`config.mk`:
```
export PLATFORM = sky130hd
export DESIGN_NAME = csdp_pipe_div
export DESIGN_NICKNAME = d
export VERILOG_FILES = /design/src/hw/rtl/csdp_pipe_div.sv
export SDC_FILE = /design/constraint.sdc
export NUM_CORES = 2
export LEC_CHECK = 0
export BUFFER_PORTS_ARGS = -buffer_cell sky130_fd_sc_hd__buf_2
export CAP_MARGIN = 20
export CORE_MARGIN = 2
export CORE_UTILIZATION = 55
export DETAILED_ROUTE_END_ITERATION = 10
export MAX_ROUTING_LAYER = met4
export PLACE_DENSITY = 0.71
export SKIP_LAST_GASP = 1
export SYNTH_ARGS = -nofsm -noshare
export SYNTH_HDL_FRONTEND = slang
export SYNTH_SLANG_ARGS = --single-unit
```
`constraint.sdc`:
```
create_clock -name clk -period 8.7 [get_ports clk]
set_input_delay 0.435 -clock clk [delete_from_list [all_inputs] [get_ports clk]]
set_output_delay 0.435 -clock clk [all_outputs]
set_load 0.005 [all_outputs]
```
`src/hw/rtl/csdp_pipe_div.sv`:
```
// restoring divider, one quotient bit per pipeline stage
`default_nettype none

module csdp_pipe_div #(
  parameter int NumW  = 30,
  parameter int DenW  = 28,
  parameter int QuoW  = 30,
  parameter int SideW = 8
) (
  input  wire logic             clk,
  input  wire logic             rst,
  input  wire logic             adv,
  input  wire logic             in_valid,
  input  wire logic [NumW-1:0]  num,
  input  wire logic [DenW-1:0]  den,
  input  wire logic [SideW-1:0] side,
  output logic                  out_valid,
  output logic [QuoW-1:0]       quo,
  output logic [SideW-1:0]      side_out
);

  logic             vld_r  [NumW+1];
  logic [DenW-1:0]  rem_r  [NumW+1];
  logic [NumW-1:0]  num_r  [NumW+1];
  logic [DenW-1:0]  den_r  [NumW+1];
  logic [QuoW-1:0]  quo_r  [NumW+1];
  logic [SideW-1:0] side_r [NumW+1];

  // stage zero is the incoming word
  assign vld_r[0]  = in_valid;
  assign rem_r[0]  = '0;
  assign num_r[0]  = num;
  assign den_r[0]  = den;
  assign quo_r[0]  = '0;
  assign side_r[0] = side;

  for (genvar k = 0; k < NumW; k++) begin : g_stage
    logic [DenW:0]   trial;
    logic [DenW:0]   diff;
    logic            ge;

    // shift in next dividend bit and try to subtract
    always_comb begin
      trial = {rem_r[k], num_r[k][NumW-1]};
      diff  = trial - {1'b0, den_r[k]};
      ge    = trial >= {1'b0, den_r[k]};
    end

    always_ff @(posedge clk) begin
      if (rst) begin
        vld_r[k+1] <= 1'b0;
      end else if (adv) begin
        vld_r[k+1] <= vld_r[k];
      end
    end

    always_ff @(posedge clk) begin
      if (adv) begin
        rem_r[k+1]  <= ge ? diff[DenW-1:0] : trial[DenW-1:0];
        num_r[k+1]  <= {num_r[k][NumW-2:0], 1'b0};
        den_r[k+1]  <= den_r[k];
        quo_r[k+1]  <= {quo_r[k][QuoW-2:0], ge};
        side_r[k+1] <= side_r[k];
      end
    end
  end

  assign out_valid = vld_r[NumW];
  assign quo       = quo_r[NumW];
  assign side_out  = side_r[NumW];

endmodule

`default_nettype wire

```
==> results by group <==
Timing
  – Fmax: 0.229 GHz
  – Final Hold Viols: 0
  – Final Max Slew Viols: 0
  – Final TNS setup: 0 ns
  – Final Critical Period: 4.38 ns
  – Final period utilization: 50.3%
  – Layout Skew: 0.0693 ns
  – Final setup viols: 0
  – WHS: 0.0912 ns
  – Unrepaired setup endpoints after global routing: false
  – Max_slew headroom: 24.1%
  – Actual slew at the worst max-slew pin: 1.14 ns

Global routing
  – Global-route wire length before repair: 434 mm
  – Vias in the first global route: 79100
  – Global-route usage over all layers: 22.6%
  – Total gr overflow: 0
  – Largest net degree at the start of global routing: 187
  – Initial antenna violation count: 2

Critical path
  – Crit path max-delay cell type: a31oi_4
  – R2r endpoint: g_stage[17].trial[5]
  – Worst R2R Setup Slack: 4.32 ns
  – Critical Path, Cell by Cell: inv_1, ha_1, nor2b_1, o31a_1, o2111a_1, o31ai_1, a211oi_1, o21ai_1, o21a_1, o21ai_1, a31oi_4, buf_4, mux2_2
  – Worst Path Max Fanout: 28
  – Max stage delay on crit path: 0.54 ns
  – Kind of critical path: reg2reg
  – Worst Path Required: 9.34 ns
  – Worst Path Arrival: 5.02 ns
  – Reg2reg path depth: 13
  – Most frequent CP cell: o21ai_1
  – Launch point of the worst path: den_r[393]
  – Crit Reg-Reg Startpoint: den_r[393]
  – Crit. End Element: flop
  – Worst setup SP type: flop

Clock network
  – CTS Sinks: 2794
  – Clock-pin slew on the worst setup and hold paths: 0.06 ns
  – Skew-Pair Late Insertion Delay: 0.94 ns
  – Clock buffer depth: 4
  – Post-CTS setup buffers: 0
  – CTS H-tree lvls: 5
  – Cts bufs inserted: 313
  – Root Buffer: clkbuf_16
  – CTS tree: built

Run
  – Max_cap viols: 0

Detailed routing
  – WL/cell: 19.7 um
  – Vias per inst: 5.67
  – Detail Route Antenna Nets: 0
  – DR pass1 iterations: 8
  – DR vias: 79100
  – Final WL: 275 mm
  – Number of DRC violations after detailed-routing iteration 0: 6017
  – Drc violations: 0

Place
  – GPL Wtd Cong: 0.935
  – Hpwl dp: 198 mm
  – Port Buffer Count: 108

Yosys
  – Yosys warnings: 0
  – Syn_nets: 11100
  – Synth unique cells: 111
  – Post-synthesis sequential area ratio: 62.4%
  – Cells after Synth: 10200
  – Synth Cell Area: 0.134 mm^2
  – Syn Area/Cell: 13.2 um^2
  – Synth async-reset ratio: 0%
  – Yosys reg bits: 2794
  – Ys flop type: edfxtp_1
  – EDFF count, synth: 2764

Layout
  – Layout Area Growth over Synthesis: 10.9%
  – Layout cells sized above 1: 10.0%
  – Final-stage net count: 11400
  – Fillers: 18600

Min path
  – Hold Startpoint: adv
  – Endpoint, Worst Hold: num_r[842]
  – Hold Path Class: in2reg
  – Hold depth: 1

Floorplan
  – Die area: 0.248 mm^2
  – Core ar.: 0.243 mm^2
  – I/O pins: 109
  – Die width: 498 um
  – Rows: 181
  – Initial core utilization: 55.2%
  – Die height: 498 um

Power and ir drop
  – PwrDens: 365 mW/mm^2
  – Leakage: 58.9 nW
  – Maximum vdd drop: 0.228 mV

Outcome
  – Status: completed
[cells in the final DEF, fill, tap and decap left out, types with 33 or more instances in the layout]
master	netlist	layout
o31ai_1	53	53
clkinv_1	0	56
o21a_1	120	120
and3_1	51	51
nand4_1	92	92
clkbuf_1	94	50
dlygate4sd3_1	0	69
nor2_1	553	553
a21oi_1	680	679
ha_1	814	814
a21o_1	387	387
buf_2	40	107
buf_4	46	33
nor3_1	115	115
a211oi_1	51	50
nand3_1	132	132
o21bai_1	65	65
mux2i_1	61	61
clkinv_2	0	46
a21boi_0	41	41
nand2_1	549	549
mux2_2	342	342
or3_1	40	40
o21ai_0	497	497
edfxtp_1	2764	2764
inv_1	998	998
clkbuf_16	0	316
nor2b_1	110	110
nand2b_1	118	118
xor2_1	241	241
xnor2_1	394	394
a31oi_1	89	88
[area by class of cell]
cell class / count / area (um^2) / area share, %
tap: 3202 / 4010 / 2.70
multi-input combinational: 6171 / 45700 / 30.7
timing repair buffer: 227 / 1840 / 1.24
antenna: 2 / 5.00 / 0.00337
clock inverter: 173 / 1670 / 1.13
sequential: 2794 / 83600 / 56.2
clock buffer: 366 / 8100 / 5.45
inverter: 998 / 3750 / 2.52
[synth_stat cells, drive strengths merged (132+ instances only)]
| library cell | number | area (um^2) |
|---|---|---|
| a21o | 387 | 2910 |
| a21oi | 688 | 3490 |
| edfxtp | 2764 | 83000 |
| ha | 814 | 10200 |
| inv | 998 | 3750 |
| mux2 | 395 | 4560 |
| nand2 | 549 | 2060 |
| nand3 | 132 | 661 |
| nor2 | 556 | 2100 |
| o21ai | 534 | 2710 |
| xnor2 | 394 | 3450 |
| xor2 | 241 | 2110 |
[how the worst max path moves through the flow]
stage                                       end  slack, ns  cells after the start
final                      g_stage[17].trial[5]       4.32                     13
after global routing      g_stage[15].trial[15]       3.96                     14
after CTS                  g_stage[22].trial[4]       4.30                     12
after detailed placement   g_stage[22].trial[4]       4.31                     12
after global placement    g_stage[24].trial[14]       4.34                     13
after floorplan           g_stage[28].trial[22]       5.35                     15
[state kept, by name, indices dropped and copies added (netlist names)]
name	count
g_stage.trial	841
vld_r	29
quo	30
side_out	8
num_r	406
side_r	232
quo_r	435
out_valid	1
den_r	812
[layer usage]
metal  global-route usage (%)  wire (um)  vias to the layer above
met5                        -          0                        -
met4                     7.78       9840                        0
met3                     2.57      10300                      611
met2                     38.7     138000                     1781
met1                     28.1     117000                    38300
li1                         -          -                    38300
[worst max-delay path, delay by kind of cell, from the launching register on]
kind | cells | cell delay (ns)
compound gates | 8 | 2.43
fa+ha+maj | 1 | 0.30
buf+inv | 2 | 0.46
flops | 1 | 0.39
mux | 1 | 0.37
simple gates | 1 | 0.15
[power breakdown]
part,internal (mW),switching (mW)
Sequential,18.8,1.76
Clock,7.46,5.18
Combinational,9.44,11.6
[logic make-up after synthesis]
logic type               Yosys count  synth area share (%)
AO/OA/AOI/OAI                   2327                  11.2
XOR/XNOR                         635                  4.15
adder cells (fa/ha/maj)          842                  8.02
buffers and inverters           1203                  3.65
flip-flops                      2794                  62.4
multiplexers                     456                  3.86
AND/OR/NAND/NOR                 1911                  6.75
[through the flow]
step | utilization, % | worst slack, ns | std cells | total power, mW | area [um^2]
6_report | 61.2 | 4.32 | 13900 | 54.2 | 149000
5_1_grt | 61.2 | 3.96 | 13900 | 57.6 | 149000
4_1_cts | 61.2 | 4.30 | 13900 | 54.5 | 149000
3_5_place_dp | 56.9 | 4.31 | 13300 | 41.6 | 138000
3_3_place_gp | 56.9 | 4.34 | 13300 | 41.1 | 138000
2_1_floorplan | - | 5.35 | 10200 | 36.2 | 134000
[what timing repair did]
action	in CTS	in global routing
gates resized for setup	0	0
hold endpoints to repair	96	0
hold buffers	69	0
Power figures use the tool's default switching activity.
